`src/rtl/rsed_pkg.sv`:
```
package rsed_pkg;

    // field widths
    localparam int ADDR_W     = 48;
    localparam int RSSI_W     = 8;
    localparam int SMOOTH_W   = 16;
    localparam int DIST_W     = 24;
    localparam int TREND_W    = 17;
    localparam int EXP_W      = 8;

    // configuration port
    localparam int APB_ADDR_W = 5;
    localparam int APB_DATA_W = 64;

    localparam logic [1:0] REG_ENABLE    = 2'd0;
    localparam logic [1:0] REG_TARGET    = 2'd1;
    localparam logic [1:0] REG_REF_POWER = 2'd2;
    localparam logic [1:0] REG_EXPONENT  = 2'd3;

    localparam logic signed [RSSI_W-1:0] REF_POWER_RESET = -8'sd59;
    localparam logic [EXP_W-1:0]         EXPONENT_RESET  = 8'd64;
    localparam logic signed [RSSI_W-1:0] RSSI_NONE       = -8'sd127;
    localparam int                       AVG_RESET_DBM   = -70;

    // smoothing weights 0.35 and 0.65 in q0.16, plus rounding half
    localparam logic signed [16:0] EMA_NEW_Q16 = 17'sd22938;
    localparam logic signed [16:0] EMA_OLD_Q16 = 17'sd42598;
    localparam logic signed [17:0] EMA_ROUND   = 18'sd32768;

    localparam logic [2:0] TREND_LAST = 3'd4;

    // 32 * log2(10) in q16
    localparam logic [22:0] LOG2_TEN_X32 = 23'd6966592;

    // log2 distance in q16 and the power stage
    localparam int Y_W           = 21;
    localparam int FRAC_W        = 16;
    localparam int POW_NEG_LIMIT = 9 * 65536;
    localparam logic [3:0] POW_STEPS_LAST = 4'd15;

    localparam int SQ_ROOT_W = 31;
    localparam int SQ_IN_W   = 32;
    localparam logic [SQ_ROOT_W-1:0] Q30_ONE = 31'h4000_0000;
    localparam logic signed [5:0] DIST_SHIFT_BASE = 6'sd22;
    localparam logic [DIST_W-1:0] DIST_MAX = 24'hFF_FFFF;

    typedef enum logic [3:0] {
        ST_IDLE,
        ST_EMA_MUL,
        ST_EMA_ADD,
        ST_EXP,
        ST_DIV_START,
        ST_DIV_WAIT,
        ST_POW_SETUP,
        ST_SQRT_START,
        ST_SQRT_WAIT,
        ST_SCALE,
        ST_DONE
    } t_state;

endpackage

```
`src/rtl/rsed_report_if.sv`:
```
interface rsed_report_if import rsed_pkg::*; ();
    logic                     valid;
    logic                     ready;
    logic [ADDR_W-1:0]        sender_address;
    logic signed [RSSI_W-1:0] rssi_dbm;

    modport source (output valid, sender_address, rssi_dbm, input ready);
    modport sink   (input valid, sender_address, rssi_dbm, output ready);
endinterface

```
`src/rtl/rsed_result_if.sv`:
```
interface rsed_result_if import rsed_pkg::*; ();
    logic                       valid;
    logic                       ready;
    logic                       matched;
    logic signed [RSSI_W-1:0]   latest_rssi;
    logic signed [SMOOTH_W-1:0] smoothed_rssi;
    logic [DIST_W-1:0]          distance_meters;
    logic                       distance_valid;
    logic signed [TREND_W-1:0]  rssi_trend;

    modport source (
        output valid, matched, latest_rssi, smoothed_rssi, distance_meters,
               distance_valid, rssi_trend,
        input  ready
    );
    modport sink (
        input  valid, matched, latest_rssi, smoothed_rssi, distance_meters,
               distance_valid, rssi_trend,
        output ready
    );
endinterface

```
`src/rtl/rsed_div.sv`:
```
module rsed_div #(
    parameter int NUM_W = 40,
    parameter int DEN_W = 20
) (
    input  logic             i_clk,
    input  logic             i_rst_n,
    input  logic             i_start,
    input  logic [NUM_W-1:0] i_num,
    input  logic [DEN_W-1:0] i_den,
    output logic [NUM_W-1:0] o_quot,
    output logic             o_done
);

    localparam int CW = $clog2(NUM_W + 1);

    logic [NUM_W-1:0] r_quot, n_quot;
    logic [DEN_W-1:0] r_rem, n_rem;
    logic [DEN_W-1:0] r_den, n_den;
    logic [CW-1:0]    r_cnt, n_cnt;
    logic             r_busy, n_busy;
    logic             r_done, n_done;

    logic [DEN_W:0] w_trial;
    logic [DEN_W:0] w_diff;
    logic           w_fit;

    // one quotient bit per cycle, restoring
    assign w_trial = {r_rem, r_quot[NUM_W-1]};
    assign w_diff  = w_trial - {1'b0, r_den};
    assign w_fit   = w_trial >= {1'b0, r_den};

    always_comb begin
        n_quot = r_quot;
        n_rem  = r_rem;
        n_den  = r_den;
        n_cnt  = r_cnt;
        n_busy = r_busy;
        n_done = 1'b0;
        if (i_start) begin
            n_quot = i_num;
            n_rem  = '0;
            n_den  = i_den;
            n_cnt  = CW'(NUM_W);
            n_busy = 1'b1;
        end else if (r_busy) begin
            n_quot = {r_quot[NUM_W-2:0], w_fit};
            n_rem  = w_fit ? w_diff[DEN_W-1:0] : w_trial[DEN_W-1:0];
            n_cnt  = r_cnt - CW'(1);
            if (r_cnt == CW'(1)) begin
                n_busy = 1'b0;
                n_done = 1'b1;
            end
        end
    end

    always_ff @(posedge i_clk) begin
        if (!i_rst_n) begin
            r_busy <= 1'b0;
            r_done <= 1'b0;
            r_cnt  <= '0;
        end else begin
            r_busy <= n_busy;
            r_done <= n_done;
            r_cnt  <= n_cnt;
        end
    end

    always_ff @(posedge i_clk) begin
        r_quot <= n_quot;
        r_rem  <= n_rem;
        r_den  <= n_den;
    end

    assign o_quot = r_quot;
    assign o_done = r_done;

endmodule

```
`src/rtl/rsed_isqrt.sv`:
```
module rsed_isqrt import rsed_pkg::*; (
    input  logic                 i_clk,
    input  logic                 i_rst_n,
    input  logic                 i_start,
    input  logic [SQ_IN_W-1:0]   i_value,
    output logic [SQ_ROOT_W-1:0] o_root,
    output logic                 o_done
);

    // floor square root of i_value * 2^30, two radicand bits per cycle
    localparam int RAD_W = 2 * SQ_ROOT_W;
    localparam int REM_W = SQ_ROOT_W + 2;
    localparam int CW    = $clog2(SQ_ROOT_W + 1);

    logic [RAD_W-1:0]     r_rad, n_rad;
    logic [SQ_ROOT_W-1:0] r_root, n_root;
    logic [REM_W-1:0]     r_rem, n_rem;
    logic [CW-1:0]        r_cnt, n_cnt;
    logic                 r_busy, n_busy;
    logic                 r_done, n_done;

    logic [REM_W+1:0] w_trial;
    logic [REM_W+1:0] w_sub;
    logic [REM_W+1:0] w_diff;
    logic             w_fit;

    assign w_trial = {r_rem, r_rad[RAD_W-1 -: 2]};
    assign w_sub   = {2'b00, r_root, 2'b01};
    assign w_diff  = w_trial - w_sub;
    assign w_fit   = w_trial >= w_sub;

    always_comb begin
        n_rad  = r_rad;
        n_root = r_root;
        n_rem  = r_rem;
        n_cnt  = r_cnt;
        n_busy = r_busy;
        n_done = 1'b0;
        if (i_start) begin
            n_rad  = {i_value, {(RAD_W-SQ_IN_W){1'b0}}};
            n_root = '0;
            n_rem  = '0;
            n_cnt  = CW'(SQ_ROOT_W);
            n_busy = 1'b1;
        end else if (r_busy) begin
            n_rad  = {r_rad[RAD_W-3:0], 2'b00};
            n_root = {r_root[SQ_ROOT_W-2:0], w_fit};
            n_rem  = w_fit ? w_diff[REM_W-1:0] : w_trial[REM_W-1:0];
            n_cnt  = r_cnt - CW'(1);
            if (r_cnt == CW'(1)) begin
                n_busy = 1'b0;
                n_done = 1'b1;
            end
        end
    end

    always_ff @(posedge i_clk) begin
        if (!i_rst_n) begin
            r_busy <= 1'b0;
            r_done <= 1'b0;
            r_cnt  <= '0;
        end else begin
            r_busy <= n_busy;
            r_done <= n_done;
            r_cnt  <= n_cnt;
        end
    end

    always_ff @(posedge i_clk) begin
        r_rad  <= n_rad;
        r_root <= n_root;
        r_rem  <= n_rem;
    end

    assign o_root = r_root;
    assign o_done = r_done;

endmodule

```
`src/rtl/rssi_ema_distance_estimator.sv`:
```
// rssi tracker with exponential smoothing and log-distance range estimate
//
// channels: i_report takes one advertisement report (sender_address, rssi_dbm),
// o_result gives exactly one result item per report, valid/ready on both.
// registers sit behind an apb-style write/read port, 64-bit data at 8*index.
// a report whose address does not match (or with finder_enable low) goes
// straight to the final state, which loads its result once the output
// register is free; the next report is taken after that load. a matching
// report updates the average (multiply, then add), runs a bit-serial divider
// for log2 of the distance, then sixteen serial square roots for the
// fractional power of two; when the estimate saturates or floors to zero
// the roots are skipped. the next report is taken in the idle state that
// follows the result load.
// one item is in flight at a time; the square-root unit sets the rate.
// the result sits in an output register, so the next item is accepted while
// a result waits; a stalled receiver holds the block in its final state once
// the next result is ready.
// reset: average and snapshot at -70 dBm, latest rssi -127, no distance,
// trend 0; registers to disabled, address 0, -59 dBm, exponent 64/32.
module rssi_ema_distance_estimator import rsed_pkg::*; #(
    parameter int AVG_FRAC_BITS = 8
) (
    input  logic                  i_clk,
    input  logic                  i_rst_n,
    rsed_report_if.sink           i_report,
    rsed_result_if.source         o_result,
    input  logic                  psel,
    input  logic                  penable,
    input  logic                  pwrite,
    input  logic [APB_ADDR_W-1:0] paddr,
    input  logic [APB_DATA_W-1:0] pwdata,
    output logic [APB_DATA_W-1:0] prdata,
    output logic                  pready
);

    localparam int AW  = AVG_FRAC_BITS + 8;  // average width
    localparam int PW  = AW + 17;            // weighted product width
    localparam int ACW = AW + 18;            // accumulator width
    localparam int DW  = AVG_FRAC_BITS + 12; // divisor width
    localparam int NW  = AW + 24;            // dividend width
    localparam int AVG_RESET_INT = AVG_RESET_DBM * (1 << AVG_FRAC_BITS);
    localparam logic signed [AW-1:0] AVG_RESET = AW'(AVG_RESET_INT);

    // configuration
    logic                     r_finder_enable, n_finder_enable;
    logic [ADDR_W-1:0]        r_target_address, n_target_address;
    logic signed [RSSI_W-1:0] r_ref_power, n_ref_power;
    logic [EXP_W-1:0]         r_path_exp, n_path_exp;

    // tracker state
    t_state                   r_state, n_state;
    logic signed [RSSI_W-1:0] r_last_rssi, n_last_rssi;
    logic signed [AW-1:0]     r_avg, n_avg;
    logic signed [AW-1:0]     r_snap, n_snap;
    logic [2:0]               r_snap_cnt, n_snap_cnt;
    logic [DIST_W-1:0]        r_dist, n_dist;
    logic                     r_present, n_present;
    logic signed [AW:0]       r_trend, n_trend;
    logic                     r_out_valid, n_out_valid;

    // per-item working registers
    logic                     r_hit, n_hit;
    logic signed [RSSI_W-1:0] r_rssi_in, n_rssi_in;
    logic signed [PW-1:0]     r_prod_new, n_prod_new;
    logic signed [PW-1:0]     r_prod_old, n_prod_old;
    logic [AW-1:0]            r_abs_e, n_abs_e;
    logic                     r_neg, n_neg;
    logic [DW-1:0]            r_den, n_den;
    logic [FRAC_W-1:0]        r_frac, n_frac;
    logic signed [4:0]        r_exp_i, n_exp_i;
    logic [SQ_ROOT_W-1:0]     r_root, n_root;
    logic [3:0]               r_step, n_step;

    // result register payload
    logic                       r_o_matched, n_o_matched;
    logic signed [RSSI_W-1:0]   r_o_latest, n_o_latest;
    logic signed [SMOOTH_W-1:0] r_o_smoothed, n_o_smoothed;
    logic [DIST_W-1:0]          r_o_dist, n_o_dist;
    logic                       r_o_dist_valid, n_o_dist_valid;
    logic signed [TREND_W-1:0]  r_o_trend, n_o_trend;

    // control strobes
    logic w_ready;
    logic w_in_accept;
    logic w_hit;
    logic w_out_free;
    logic w_out_load;
    logic w_div_start;
    logic w_sqrt_start;
    logic w_cfg_write;

    // datapath
    logic signed [AW-1:0]  w_rssi_scaled;
    logic signed [PW-1:0]  w_prod_new;
    logic signed [PW-1:0]  w_prod_old;
    logic signed [ACW-1:0] w_acc;
    logic signed [AW-1:0]  w_new_avg;
    logic signed [AW:0]    w_new_trend;
    logic signed [AW:0]    w_p_scaled;
    logic signed [AW:0]    w_e;
    logic signed [AW:0]    w_e_neg;
    logic [EXP_W-1:0]      w_n_eff;
    logic [11:0]           w_n10;
    logic [DW-1:0]         w_den;
    logic [NW-1:0]         w_num;
    logic [NW-1:0]         w_quot;
    logic                  w_div_done;
    logic [Y_W-1:0]        w_y;
    logic                  w_pow_sat;
    logic                  w_pow_zero;
    logic [SQ_IN_W-1:0]    w_sqrt_in;
    logic [SQ_ROOT_W-1:0]  w_sqrt_root;
    logic                  w_sqrt_done;
    logic signed [5:0]     w_shift;
    logic [SQ_ROOT_W-1:0]  w_scaled;

    // handshakes
    assign w_in_accept = i_report.valid && w_ready;
    assign w_hit       = r_finder_enable && (i_report.sender_address == r_target_address);
    assign w_out_free  = !r_out_valid || o_result.ready;
    assign w_cfg_write = psel && penable && pwrite && pready;

    // smoothing: 0.35 * new + 0.65 * old, rounded and floored
    assign w_rssi_scaled = $signed({r_rssi_in, {AVG_FRAC_BITS{1'b0}}});
    assign w_prod_new    = EMA_NEW_Q16 * w_rssi_scaled;
    assign w_prod_old    = EMA_OLD_Q16 * r_avg;
    assign w_acc         = ACW'(r_prod_new) + ACW'(r_prod_old) + ACW'(EMA_ROUND);
    assign w_new_avg     = w_acc[AW+15:16];
    assign w_new_trend   = (AW+1)'(w_new_avg) - (AW+1)'(r_snap);

    // exponent e = P - avg, divisor 10 * n scaled to the average format
    assign w_p_scaled = (AW+1)'(r_ref_power) <<< AVG_FRAC_BITS;
    assign w_e        = w_p_scaled - (AW+1)'(r_avg);
    assign w_e_neg    = -w_e;
    assign w_n_eff    = (r_path_exp == '0) ? EXP_W'(1) : r_path_exp;
    assign w_n10      = 12'(w_n_eff) * 12'd10;
    assign w_den      = {w_n10, {AVG_FRAC_BITS{1'b0}}};

    // dividend |e| * 32 * log2(10) plus half the divisor for rounding
    assign w_num = NW'(r_abs_e) * NW'(LOG2_TEN_X32) + NW'(r_den >> 1);

    rsed_div #(
        .NUM_W (NW),
        .DEN_W (DW)
    ) u_div (
        .i_clk   (i_clk),
        .i_rst_n (i_rst_n),
        .i_start (w_div_start),
        .i_num   (w_num),
        .i_den   (r_den),
        .o_quot  (w_quot),
        .o_done  (w_div_done)
    );

    // log2 distance: positive 16 or above saturates, below -9 floors to zero
    assign w_pow_sat  = !r_neg && (w_quot[NW-1:20] != '0);
    assign w_pow_zero = r_neg && (w_quot > NW'(POW_NEG_LIMIT));
    assign w_y        = r_neg ? (Y_W'(0) - w_quot[Y_W-1:0]) : w_quot[Y_W-1:0];

    // one square root per fraction bit, least significant first
    assign w_sqrt_in = r_frac[0] ? {r_root, 1'b0} : {1'b0, r_root};

    rsed_isqrt u_isqrt (
        .i_clk   (i_clk),
        .i_rst_n (i_rst_n),
        .i_start (w_sqrt_start),
        .i_value (w_sqrt_in),
        .o_root  (w_sqrt_root),
        .o_done  (w_sqrt_done)
    );

    // q30 mantissa times 2^i down to q16.8
    assign w_shift  = DIST_SHIFT_BASE - 6'(r_exp_i);
    assign w_scaled = r_root >> w_shift[4:0];

    // next state
    always_comb begin
        n_state = r_state;
        case (r_state)
            ST_IDLE: begin
                if (w_in_accept) begin
                    n_state = w_hit ? ST_EMA_MUL : ST_DONE;
                end
            end
            ST_EMA_MUL:   n_state = ST_EMA_ADD;
            ST_EMA_ADD:   n_state = ST_EXP;
            ST_EXP:       n_state = ST_DIV_START;
            ST_DIV_START: n_state = ST_DIV_WAIT;
            ST_DIV_WAIT: begin
                if (w_div_done) begin
                    n_state = ST_POW_SETUP;
                end
            end
            ST_POW_SETUP: begin
                n_state = (w_pow_sat || w_pow_zero) ? ST_DONE : ST_SQRT_START;
            end
            ST_SQRT_START: n_state = ST_SQRT_WAIT;
            ST_SQRT_WAIT: begin
                if (w_sqrt_done) begin
                    n_state = (r_step == POW_STEPS_LAST) ? ST_SCALE : ST_SQRT_START;
                end
            end
            ST_SCALE: n_state = ST_DONE;
            ST_DONE: begin
                if (w_out_free) begin
                    n_state = ST_IDLE;
                end
            end
            default: n_state = ST_IDLE;
        endcase
    end

    // fsm outputs
    always_comb begin
        w_ready      = 1'b0;
        w_div_start  = 1'b0;
        w_sqrt_start = 1'b0;
        w_out_load   = 1'b0;
        case (r_state)
            ST_IDLE:       w_ready = 1'b1;
            ST_DIV_START:  w_div_start = 1'b1;
            ST_SQRT_START: w_sqrt_start = 1'b1;
            ST_DONE:       w_out_load = w_out_free;
            default: begin
                w_ready = 1'b0;
            end
        endcase
    end

    // register updates
    always_comb begin
        n_finder_enable  = r_finder_enable;
        n_target_address = r_target_address;
        n_ref_power      = r_ref_power;
        n_path_exp       = r_path_exp;
        n_last_rssi      = r_last_rssi;
        n_avg            = r_avg;
        n_snap           = r_snap;
        n_snap_cnt       = r_snap_cnt;
        n_dist           = r_dist;
        n_present        = r_present;
        n_trend          = r_trend;
        n_hit            = r_hit;
        n_rssi_in        = r_rssi_in;
        n_prod_new       = r_prod_new;
        n_prod_old       = r_prod_old;
        n_abs_e          = r_abs_e;
        n_neg            = r_neg;
        n_den            = r_den;
        n_frac           = r_frac;
        n_exp_i          = r_exp_i;
        n_root           = r_root;
        n_step           = r_step;
        n_o_matched      = r_o_matched;
        n_o_latest       = r_o_latest;
        n_o_smoothed     = r_o_smoothed;
        n_o_dist         = r_o_dist;
        n_o_dist_valid   = r_o_dist_valid;
        n_o_trend        = r_o_trend;

        if (w_cfg_write) begin
            case (paddr[4:3])
                REG_ENABLE:    n_finder_enable  = pwdata[0];
                REG_TARGET:    n_target_address = pwdata[ADDR_W-1:0];
                REG_REF_POWER: n_ref_power      = $signed(pwdata[RSSI_W-1:0]);
                REG_EXPONENT:  n_path_exp       = pwdata[EXP_W-1:0];
                default: begin
                    n_finder_enable = r_finder_enable;
                end
            endcase
        end

        case (r_state)
            ST_IDLE: begin
                if (w_in_accept) begin
                    n_hit     = w_hit;
                    n_rssi_in = i_report.rssi_dbm;
                end
            end
            ST_EMA_MUL: begin
                n_prod_new = w_prod_new;
                n_prod_old = w_prod_old;
            end
            ST_EMA_ADD: begin
                n_avg       = w_new_avg;
                n_last_rssi = r_rssi_in;
                if (r_snap_cnt == TREND_LAST) begin
                    // every fifth match: trend against the last snapshot
                    n_trend    = w_new_trend;
                    n_snap     = w_new_avg;
                    n_snap_cnt = '0;
                end else begin
                    n_snap_cnt = r_snap_cnt + 3'd1;
                end
            end
            ST_EXP: begin
                n_neg   = w_e[AW];
                n_abs_e = w_e[AW] ? w_e_neg[AW-1:0] : w_e[AW-1:0];
                n_den   = w_den;
            end
            ST_POW_SETUP: begin
                n_present = 1'b1;
                if (w_pow_sat) begin
                    n_dist = DIST_MAX;
                end else if (w_pow_zero) begin
                    n_dist = '0;
                end else begin
                    n_frac  = w_y[FRAC_W-1:0];
                    n_exp_i = $signed(w_y[Y_W-1:FRAC_W]);
                    n_root  = Q30_ONE;
                    n_step  = '0;
                end
            end
            ST_SQRT_WAIT: begin
                if (w_sqrt_done) begin
                    n_root = w_sqrt_root;
                    n_frac = r_frac >> 1;
                    n_step = r_step + 4'd1;
                end
            end
            ST_SCALE: n_dist = DIST_W'(w_scaled);
            ST_DONE: begin
                if (w_out_load) begin
                    n_o_matched    = r_hit;
                    n_o_latest     = r_last_rssi;
                    n_o_smoothed   = SMOOTH_W'(r_avg);
                    n_o_dist       = r_present ? r_dist : '0;
                    n_o_dist_valid = r_present;
                    n_o_trend      = TREND_W'(r_trend);
                end
            end
            default: begin
                n_hit = r_hit;
            end
        endcase
    end

    // result register valid
    always_comb begin
        if (w_out_load) begin
            n_out_valid = 1'b1;
        end else if (o_result.ready) begin
            n_out_valid = 1'b0;
        end else begin
            n_out_valid = r_out_valid;
        end
    end

    always_ff @(posedge i_clk) begin
        if (!i_rst_n) begin
            r_state          <= ST_IDLE;
            r_finder_enable  <= 1'b0;
            r_target_address <= '0;
            r_ref_power      <= REF_POWER_RESET;
            r_path_exp       <= EXPONENT_RESET;
            r_last_rssi      <= RSSI_NONE;
            r_avg            <= AVG_RESET;
            r_snap           <= AVG_RESET;
            r_snap_cnt       <= '0;
            r_dist           <= '0;
            r_present        <= 1'b0;
            r_trend          <= '0;
            r_out_valid      <= 1'b0;
            r_step           <= '0;
        end else begin
            r_state          <= n_state;
            r_finder_enable  <= n_finder_enable;
            r_target_address <= n_target_address;
            r_ref_power      <= n_ref_power;
            r_path_exp       <= n_path_exp;
            r_last_rssi      <= n_last_rssi;
            r_avg            <= n_avg;
            r_snap           <= n_snap;
            r_snap_cnt       <= n_snap_cnt;
            r_dist           <= n_dist;
            r_present        <= n_present;
            r_trend          <= n_trend;
            r_out_valid      <= n_out_valid;
            r_step           <= n_step;
        end
    end

    always_ff @(posedge i_clk) begin
        r_hit          <= n_hit;
        r_rssi_in      <= n_rssi_in;
        r_prod_new     <= n_prod_new;
        r_prod_old     <= n_prod_old;
        r_abs_e        <= n_abs_e;
        r_neg          <= n_neg;
        r_den          <= n_den;
        r_frac         <= n_frac;
        r_exp_i        <= n_exp_i;
        r_root         <= n_root;
        r_o_matched    <= n_o_matched;
        r_o_latest     <= n_o_latest;
        r_o_smoothed   <= n_o_smoothed;
        r_o_dist       <= n_o_dist;
        r_o_dist_valid <= n_o_dist_valid;
        r_o_trend      <= n_o_trend;
    end

    // register readback
    always_comb begin
        case (paddr[4:3])
            REG_ENABLE:    prdata = APB_DATA_W'(r_finder_enable);
            REG_TARGET:    prdata = APB_DATA_W'(r_target_address);
            REG_REF_POWER: prdata = {{(APB_DATA_W-RSSI_W){1'b0}}, r_ref_power};
            REG_EXPONENT:  prdata = APB_DATA_W'(r_path_exp);
            default:       prdata = '0;
        endcase
    end

    assign pready = 1'b1;

    assign i_report.ready          = w_ready;
    assign o_result.valid          = r_out_valid;
    assign o_result.matched        = r_o_matched;
    assign o_result.latest_rssi    = r_o_latest;
    assign o_result.smoothed_rssi  = r_o_smoothed;
    assign o_result.distance_meters = r_o_dist;
    assign o_result.distance_valid = r_o_dist_valid;
    assign o_result.rssi_trend     = r_o_trend;

endmodule

```
`src/flat_wrapper.sv`:
```
// flat-port wrapper written by rule: the top's interface ports become plain ports
module rssi_ema_distance_estimator_flat import rsed_pkg::*;
#(
    parameter int AVG_FRAC_BITS = 8
)
  (i_clk, i_rst_n, psel, penable, pwrite, paddr, pwdata, prdata, pready, i_report_valid, i_report_sender_address, i_report_rssi_dbm, i_report_ready, o_result_valid, o_result_matched, o_result_latest_rssi, o_result_smoothed_rssi, o_result_distance_meters, o_result_distance_valid, o_result_rssi_trend, o_result_ready);
  rsed_report_if i_report_i ();
  rsed_result_if o_result_i ();
  input  logic i_clk;
  input  logic i_rst_n;
  input  logic psel;
  input  logic penable;
  input  logic pwrite;
  input  logic [APB_ADDR_W-1:0] paddr;
  input  logic [APB_DATA_W-1:0] pwdata;
  output logic [APB_DATA_W-1:0] prdata;
  output logic pready;
  input wire logic [$bits(i_report_i.valid)-1:0] i_report_valid;
  input wire logic [$bits(i_report_i.sender_address)-1:0] i_report_sender_address;
  input wire logic [$bits(i_report_i.rssi_dbm)-1:0] i_report_rssi_dbm;
  output wire logic [$bits(i_report_i.ready)-1:0] i_report_ready;
  output wire logic [$bits(o_result_i.valid)-1:0] o_result_valid;
  output wire logic [$bits(o_result_i.matched)-1:0] o_result_matched;
  output wire logic [$bits(o_result_i.latest_rssi)-1:0] o_result_latest_rssi;
  output wire logic [$bits(o_result_i.smoothed_rssi)-1:0] o_result_smoothed_rssi;
  output wire logic [$bits(o_result_i.distance_meters)-1:0] o_result_distance_meters;
  output wire logic [$bits(o_result_i.distance_valid)-1:0] o_result_distance_valid;
  output wire logic [$bits(o_result_i.rssi_trend)-1:0] o_result_rssi_trend;
  input wire logic [$bits(o_result_i.ready)-1:0] o_result_ready;
  assign i_report_i.valid = i_report_valid;
  assign i_report_i.sender_address = i_report_sender_address;
  assign i_report_i.rssi_dbm = i_report_rssi_dbm;
  assign i_report_ready = i_report_i.ready;
  assign o_result_valid = o_result_i.valid;
  assign o_result_matched = o_result_i.matched;
  assign o_result_latest_rssi = o_result_i.latest_rssi;
  assign o_result_smoothed_rssi = o_result_i.smoothed_rssi;
  assign o_result_distance_meters = o_result_i.distance_meters;
  assign o_result_distance_valid = o_result_i.distance_valid;
  assign o_result_rssi_trend = o_result_i.rssi_trend;
  assign o_result_i.ready = o_result_ready;
  rssi_ema_distance_estimator #(.AVG_FRAC_BITS(AVG_FRAC_BITS)) u_core (.i_clk(i_clk), .i_rst_n(i_rst_n), .i_report(i_report_i), .o_result(o_result_i), .psel(psel), .penable(penable), .pwrite(pwrite), .paddr(paddr), .pwdata(pwdata), .prdata(prdata), .pready(pready));
endmodule
```
`config.mk`:
```
export PLATFORM = sky130hd
export DESIGN_NAME = rssi_ema_distance_estimator_flat
export DESIGN_NICKNAME = d
export VERILOG_FILES = /design/src/rtl/rsed_pkg.sv /design/src/rtl/rsed_report_if.sv /design/src/rtl/rsed_result_if.sv /design/src/rtl/rsed_div.sv /design/src/rtl/rsed_isqrt.sv /design/src/rtl/rssi_ema_distance_estimator.sv /design/src/flat_wrapper.sv
export SDC_FILE = /design/constraint.sdc
export NUM_CORES = 2
export LEC_CHECK = 0
export ABC_AREA = 1
export BUFFER_PORTS_ARGS = -buffer_cell sky130_fd_sc_hd__buf_4
export CAP_MARGIN = 15
export CELL_PAD_IN_SITES_DETAIL_PLACEMENT = 0
export CELL_PAD_IN_SITES_GLOBAL_PLACEMENT = 1
export CORE_MARGIN = 8
export CORE_UTILIZATION = 47
export CTS_CLUSTER_DIAMETER = 30
export DETAILED_ROUTE_END_ITERATION = 6
export PLACE_DENSITY_LB_ADDON = 0.1
export SLEW_MARGIN = 5
export SYNTH_ARGS = -nofsm -noshare
export SYNTH_HDL_FRONTEND = slang
export SYNTH_HIERARCHICAL = 1
export SYNTH_SLANG_ARGS = --single-unit
export TNS_END_PERCENT = 30
```
`constraint.sdc`:
```
create_clock -name i_clk -period 9.45 [get_ports i_clk]
set_clock_uncertainty 0.1 [all_clocks]
set_input_delay 1.89 -clock i_clk [delete_from_list [all_inputs] [get_ports i_clk]]
set_output_delay 1.89 -clock i_clk [all_outputs]
set_load 0.01 [all_outputs]
```
# Yosys cells after proc, flatten, opt, wreduce, memory -nomap -nowiden
# Index checks and enable logic that the tools add are counted.
word_totals:
  wordCells: 181
  register_bits: 551
  in_bits: 132
op_classes:
  multipliers: 4
  n_bitwise: 5
  order_cmp: 3
  n_reduce_logical: 33
  shift: 1
  n_eq_ne: 25
  mux: 53
  add_sub_neg: 14
op_table:
  columns: ["cell", "count"]
  rows:
  - ["64-bit one-hot mux with 4 select lines", 1]
  - ["62-bit 2-to-1 mux", 2]
  - ["31-bit 2-to-1 mux", 3]
  - ["40-bit 2-to-1 mux", 2]
  - ["16-bit 2-to-1 mux", 4]
  - ["31-bit one-hot mux with 2 select lines", 1]
  - ["48-bit equality test", 1]
  - ["24-bit 2-to-1 mux", 2]
  - ["24-bit one-hot mux with 2 select lines", 1]
  - ["4-bit one-hot mux with 11 select lines", 1]
  - ["39-bit by 19-bit adder with 40-bit output", 1]
  - ["40-bit by 20-bit > comparator with 1-bit output (second input constant)", 1]
  - ["4-bit 2-to-1 mux", 10]
  - ["35-bit by 33-bit >= comparator with 1-bit output", 1]
  - ["16-bit by 16-bit subtractor with 17-bit output", 2]
  - ["16-bit by 17-bit multiplier with 33-bit output (second input constant)", 1]
  - ["33-bit 2-to-1 mux", 1]
  - ["33-bit subtractor", 1]
  - ["32-bit by 17-bit adder with 32-bit output (second input constant)", 1]
  - ["32-bit adder", 1]
  - ["32-bit 2-to-1 mux", 1]
  - ["16-bit one-hot mux with 2 select lines", 1]
  - ["16-bit by 16-bit multiplier with 31-bit output (first input constant)", 1]
  - ["31-bit by 5-bit right shift with 24-bit output", 1]
  - ["45 further kinds", 96]

# Logic depth before layout (Yosys ltp)
logic_depth:
  word_depth: 5
  depth_mapped: 33
  mapped_depth_nobuf: 33

# Hierarchy
# The synthesis kept the hierarchy.
by_module_without_submodules:
  columns: ["mod", "area_per_inst_um2", "cells_each", "seq_area_each_um2", "n_inst"]
  rows:
  - ["rssi_ema_distance_estimator", 32751.4, 4200, 9248.9, 1]
  - ["rsed_isqrt", 6646.4, 1018, 2382.3, 1]
  - ["rsed_div", 5093.6, 662, 2362.3, 1]

# Worst setup path after synthesis
# Ideal clock, no wire load.
synth_path:
  kind: "input port to flip-flop"
  start: "input port o_result_ready"
  end: "register u_core.r_o_dist[0], in the netlist u_core/o_result.distance_meters[0], enable pin"
  slack_ps: 2207
  t_arrival_ps: 6566
  required_ps: 8773
  cell_stages: 2
  path_cell_list: "nor2_1 > nor3_1"
synth_between:
  elab_chain_len: 3
synth_rtl:
  columns: ["element", "line", "rtl"]
  rows:
  - ["start: declaration", "flat_wrapper.sv:29", "input wire logic [$bits(o_result_i.ready)-1:0] o_result_ready;"]
  - ["1-bit logical OR", "rssi_ema_distance_estimator.sv:120", "assign w_out_free = !r_out_valid || o_result.ready;"]
  - ["1-bit 2-to-1 mux", "rssi_ema_distance_estimator.sv:219", "case (r_state)"]
  - ["2-bit AND reduction (no source line)", null, null]
  - ["end signal: assignment", "rssi_ema_distance_estimator.sv:397", "r_o_dist <= n_o_dist;"]
  - ["end: declaration", "rssi_ema_distance_estimator.sv:78", "logic [DIST_W-1:0] r_o_dist, n_o_dist;"]
# No other way between the ends.
# A chain may end at the register's enable or synchronous reset.

# Worst setup path after layout
layout_path:
  start: "register u_core.r_abs_e[2]"
  end: "register u_core.u_div.r_quot[34], in the netlist u_core/u_div/o_quot[34] (data pin)"
layout_between:
  elab_chain_len: 3
layout_rtl:
  columns: ["element", "line", "rtl"]
  rows:
  - ["start: declaration", "rssi_ema_distance_estimator.sv:66", "logic [AW-1:0] r_abs_e, n_abs_e;"]
  - ["start signal: assignment", "rssi_ema_distance_estimator.sv:388", "r_abs_e <= n_abs_e;"]
  - ["16-bit by 17-bit multiplier with 33-bit output", "rssi_ema_distance_estimator.sv:140", "assign w_num = NW'(r_abs_e) * NW'(LOG2_TEN_X32) + NW'(r_den >> 1);"]
  - ["39-bit by 19-bit adder with 40-bit output", "rssi_ema_distance_estimator.sv:140", null]
  - ["net u_core.w_num[34]", "rssi_ema_distance_estimator.sv:105", "logic [NW-1:0] w_num;"]
  - ["40-bit 2-to-1 mux", "rsed_div.sv:39", "if (i_start) begin"]
  - ["net u_core.u_div.n_quot[34]", "rsed_div.sv:16", "logic [NUM_W-1:0] r_quot, n_quot;"]
  - ["end signal: assignment", "rsed_div.sv:69", "r_quot <= n_quot;"]
  - ["end: declaration", "rsed_div.sv:16", null]
# The timed path passes the listed nets, and every way through them passes these cells.

==> metrics.yaml <==
synth.most_common_cell: "nand2_1"
path_class: "reg2reg"
synth_edf_count: 294
start_kind: "flip-flop"
vias_per_cell: 5.03
die_area_um2: 105000
fin_crit_sh: 0.683
drtIter0Drc: 2263
ys_top_cells_by_area: "edfxtp_1 20%, nand2_1 13%, ha_1 13%"
wl_mm: 125
clock-root-buffer: "clkbuf_16"
clk_latency_ps: 750
fp.dieH_um: 324
cts-buffers-inserted: 141
post_cts_buffers: 0
grt_usage: 0.237
synth-xor-area-share: 0.0359
yosys.area_share.adder: 0.206
grt_pass1_vias: 37600
place_inst: 7275
max_cap_viol_count: 0
cp.required_ps: 9810
worst_slew_pin_slew_ps: 1080
cts_tree: "built"
place_hpwl_mm: 97.7
crit_slowest_cell: "fa_1"
io_pins: 266
hp-class: "reg2reg"
outcome: "finished with violations"
ys_ff_latch: 552
grt_max_degree: 89
clkTransAtPathRegs_ps: 50
htreeDepth: 4
gp_congestion: 0.893
synthFlopType: "edfxtp_1"
antenna_found_initial: 11
worstPathMaxFanout: 6
cts.sinks: 552
synthTopCellsByCount: "1580 x nand2_1, 988 x inv_1, 472 x ha_1"
port_buffers: 229
initial_core_util: 0.471
postSynthCellCount: 5880
fmax_mhz: 155
setup_viol: 0
rsz0062_at_grt: "no"
synth_top_family_by_area: "simple AND/OR/NAND/NOR gates"
post_drt_wl_per_cell_um: 16.6
die_x_um: 324
period_needed_ps: 6450
gr-total-overflow: 0
crit_top_cell: "nand2_1"
rows: 113
hold_buffers: 0
synth_compound_area_frac: 0.0905
slew_viol_final: 0
dr.pass1.iters: 7
ys_seq_area_frac: 0.315
cts_resized: 0
clk_path_buf_depth: 3
antenna_left: 0
drc: 8
final_cells: 7543
relSlewSlack: 0.282
yosys.area.top_type: "edfxtp_1"
via_count: 37900
finalHoldViolations: 0
fin_setup_tns_ps: 0
yosys_warnings: 6
synthToLayoutAreaGrowth_pct: 18.3
cp.arrival_ps: 6810
violations: "DRC"
avgSynthCellArea_um2: 7.57
grt_pass1_wl_mm: 199
r2r_setup_slack_ps: 3000
crit_path_max_incr_delay_ps: 560
drive_gt1_frac: 0.103
core_area_um2: 94400
synthArstFlopShare: 0
yosys.area_share.simple: 0.249
synth_top_area_share: 0.198
crit_path_end_kind: "flip-flop"
synth_cell_types: 64
fin_nets: 6919
synth.area.mux_share: 0.00225
syn_area_um2: 44500
kinds of logic after synthesis:
logic type	count (synthesis)
and+or+nand+nor	2618
buffers and inverters	1159
AOI/OAI and AO/OA	726
adders and majority gates	634
DFF	552
xor gates and xnor gates	179
muxes	10
other	2
per-stage QoR:
| step | utilization | instance area (µm²) | hold WS (ps) | setup slack [ps] |
|---|---|---|---|---|
| 2_1_floorplan | - | 44600 | 300 | 2210 |
| 3_3_place_gp | 0.502 | 47400 | 303 | 3020 |
| 3_5_place_dp | 0.502 | 47400 | 305 | 2980 |
| 4_1_cts | 0.557 | 52600 | 314 | 2950 |
| 5_1_grt | 0.557 | 52600 | 317 | 2620 |
| 6_report | 0.557 | 52600 | 316 | 3000 |
critical path, delay by kind of cell (launching register included):
kind	cells	cell delay, ps
flip-flops	1	540
buffers and inverters	3	130
adder cells (fa/ha/maj)	8	3300
AND/OR/NAND/NOR	16	1960
XOR/XNOR	1	130
metal layers:
metal / wire [µm] / track usage
met2: 57800 / 0.387
met5: 42 / 0
met1: 57900 / 0.314
met4: 3480 / 0.0799
met3: 5880 / 0.0473
worst paths after layout:
check | endpoint | startpoint | cells past startpoint
max | u_core/u_div/o_quot[34] | u_core/r_abs_e[2] | 28
min | u_core/o_result.matched | u_core/r_hit | 0
max reg2reg | u_core/u_div/o_quot[34] | u_core/r_abs_e[2] | 28
min reg2reg | u_core/o_result.matched | u_core/r_hit | 0
registers in the layout (all words and copies together), names as in the netlist, 17 cells and up:
signal	flops
u_core/o_result.distance_meters	24
u_core/o_result.rssi_trend	17
u_core/r_dist	24
u_core/r_prod_new	23
u_core/r_prod_old	23
u_core/r_root	31
u_core/r_target_address	48
u_core/r_trend	17
u_core/u_div/o_quot	40
u_core/u_div/r_den	20
u_core/u_div/r_rem	20
u_core/u_isqrt/o_root	31
u_core/u_isqrt/r_rad	32
u_core/u_isqrt/r_rem	33
layout by cell type (no fill, tap or decap), types with 41 or more instances in the layout:
cell and n:
or2_2 50, xnor2_1 60, fa_1 162, inv_1 985, nand4_1 66, nor2_1 446
nor3_1 41, nand2_1 1580, buf_4 253, clkbuf_16 146, nand3_1 293, xor2_1 114
ha_1 472, o21ai_0 281, o211ai_1 42, a21oi_1 253, dfxtp_1 258, edfxtp_1 294
layout make-up:
type / instances / area [µm²]
Multi-Input combinational cell: 4199 / 26100
Antenna cell: 5 / 12.5
Timing Repair Buffer: 253 / 1900
Fill cell: 9196 / 41800
Tap cell: 1265 / 1580
Inverter: 1006 / 3780
Clock inverter: 87 / 1320
Sequential cell: 552 / 14000
Clock buffer: 176 / 3910
Power is not shown: default switching activity piles up to over one toggle a cycle in this logic, so the estimate is an artifact.
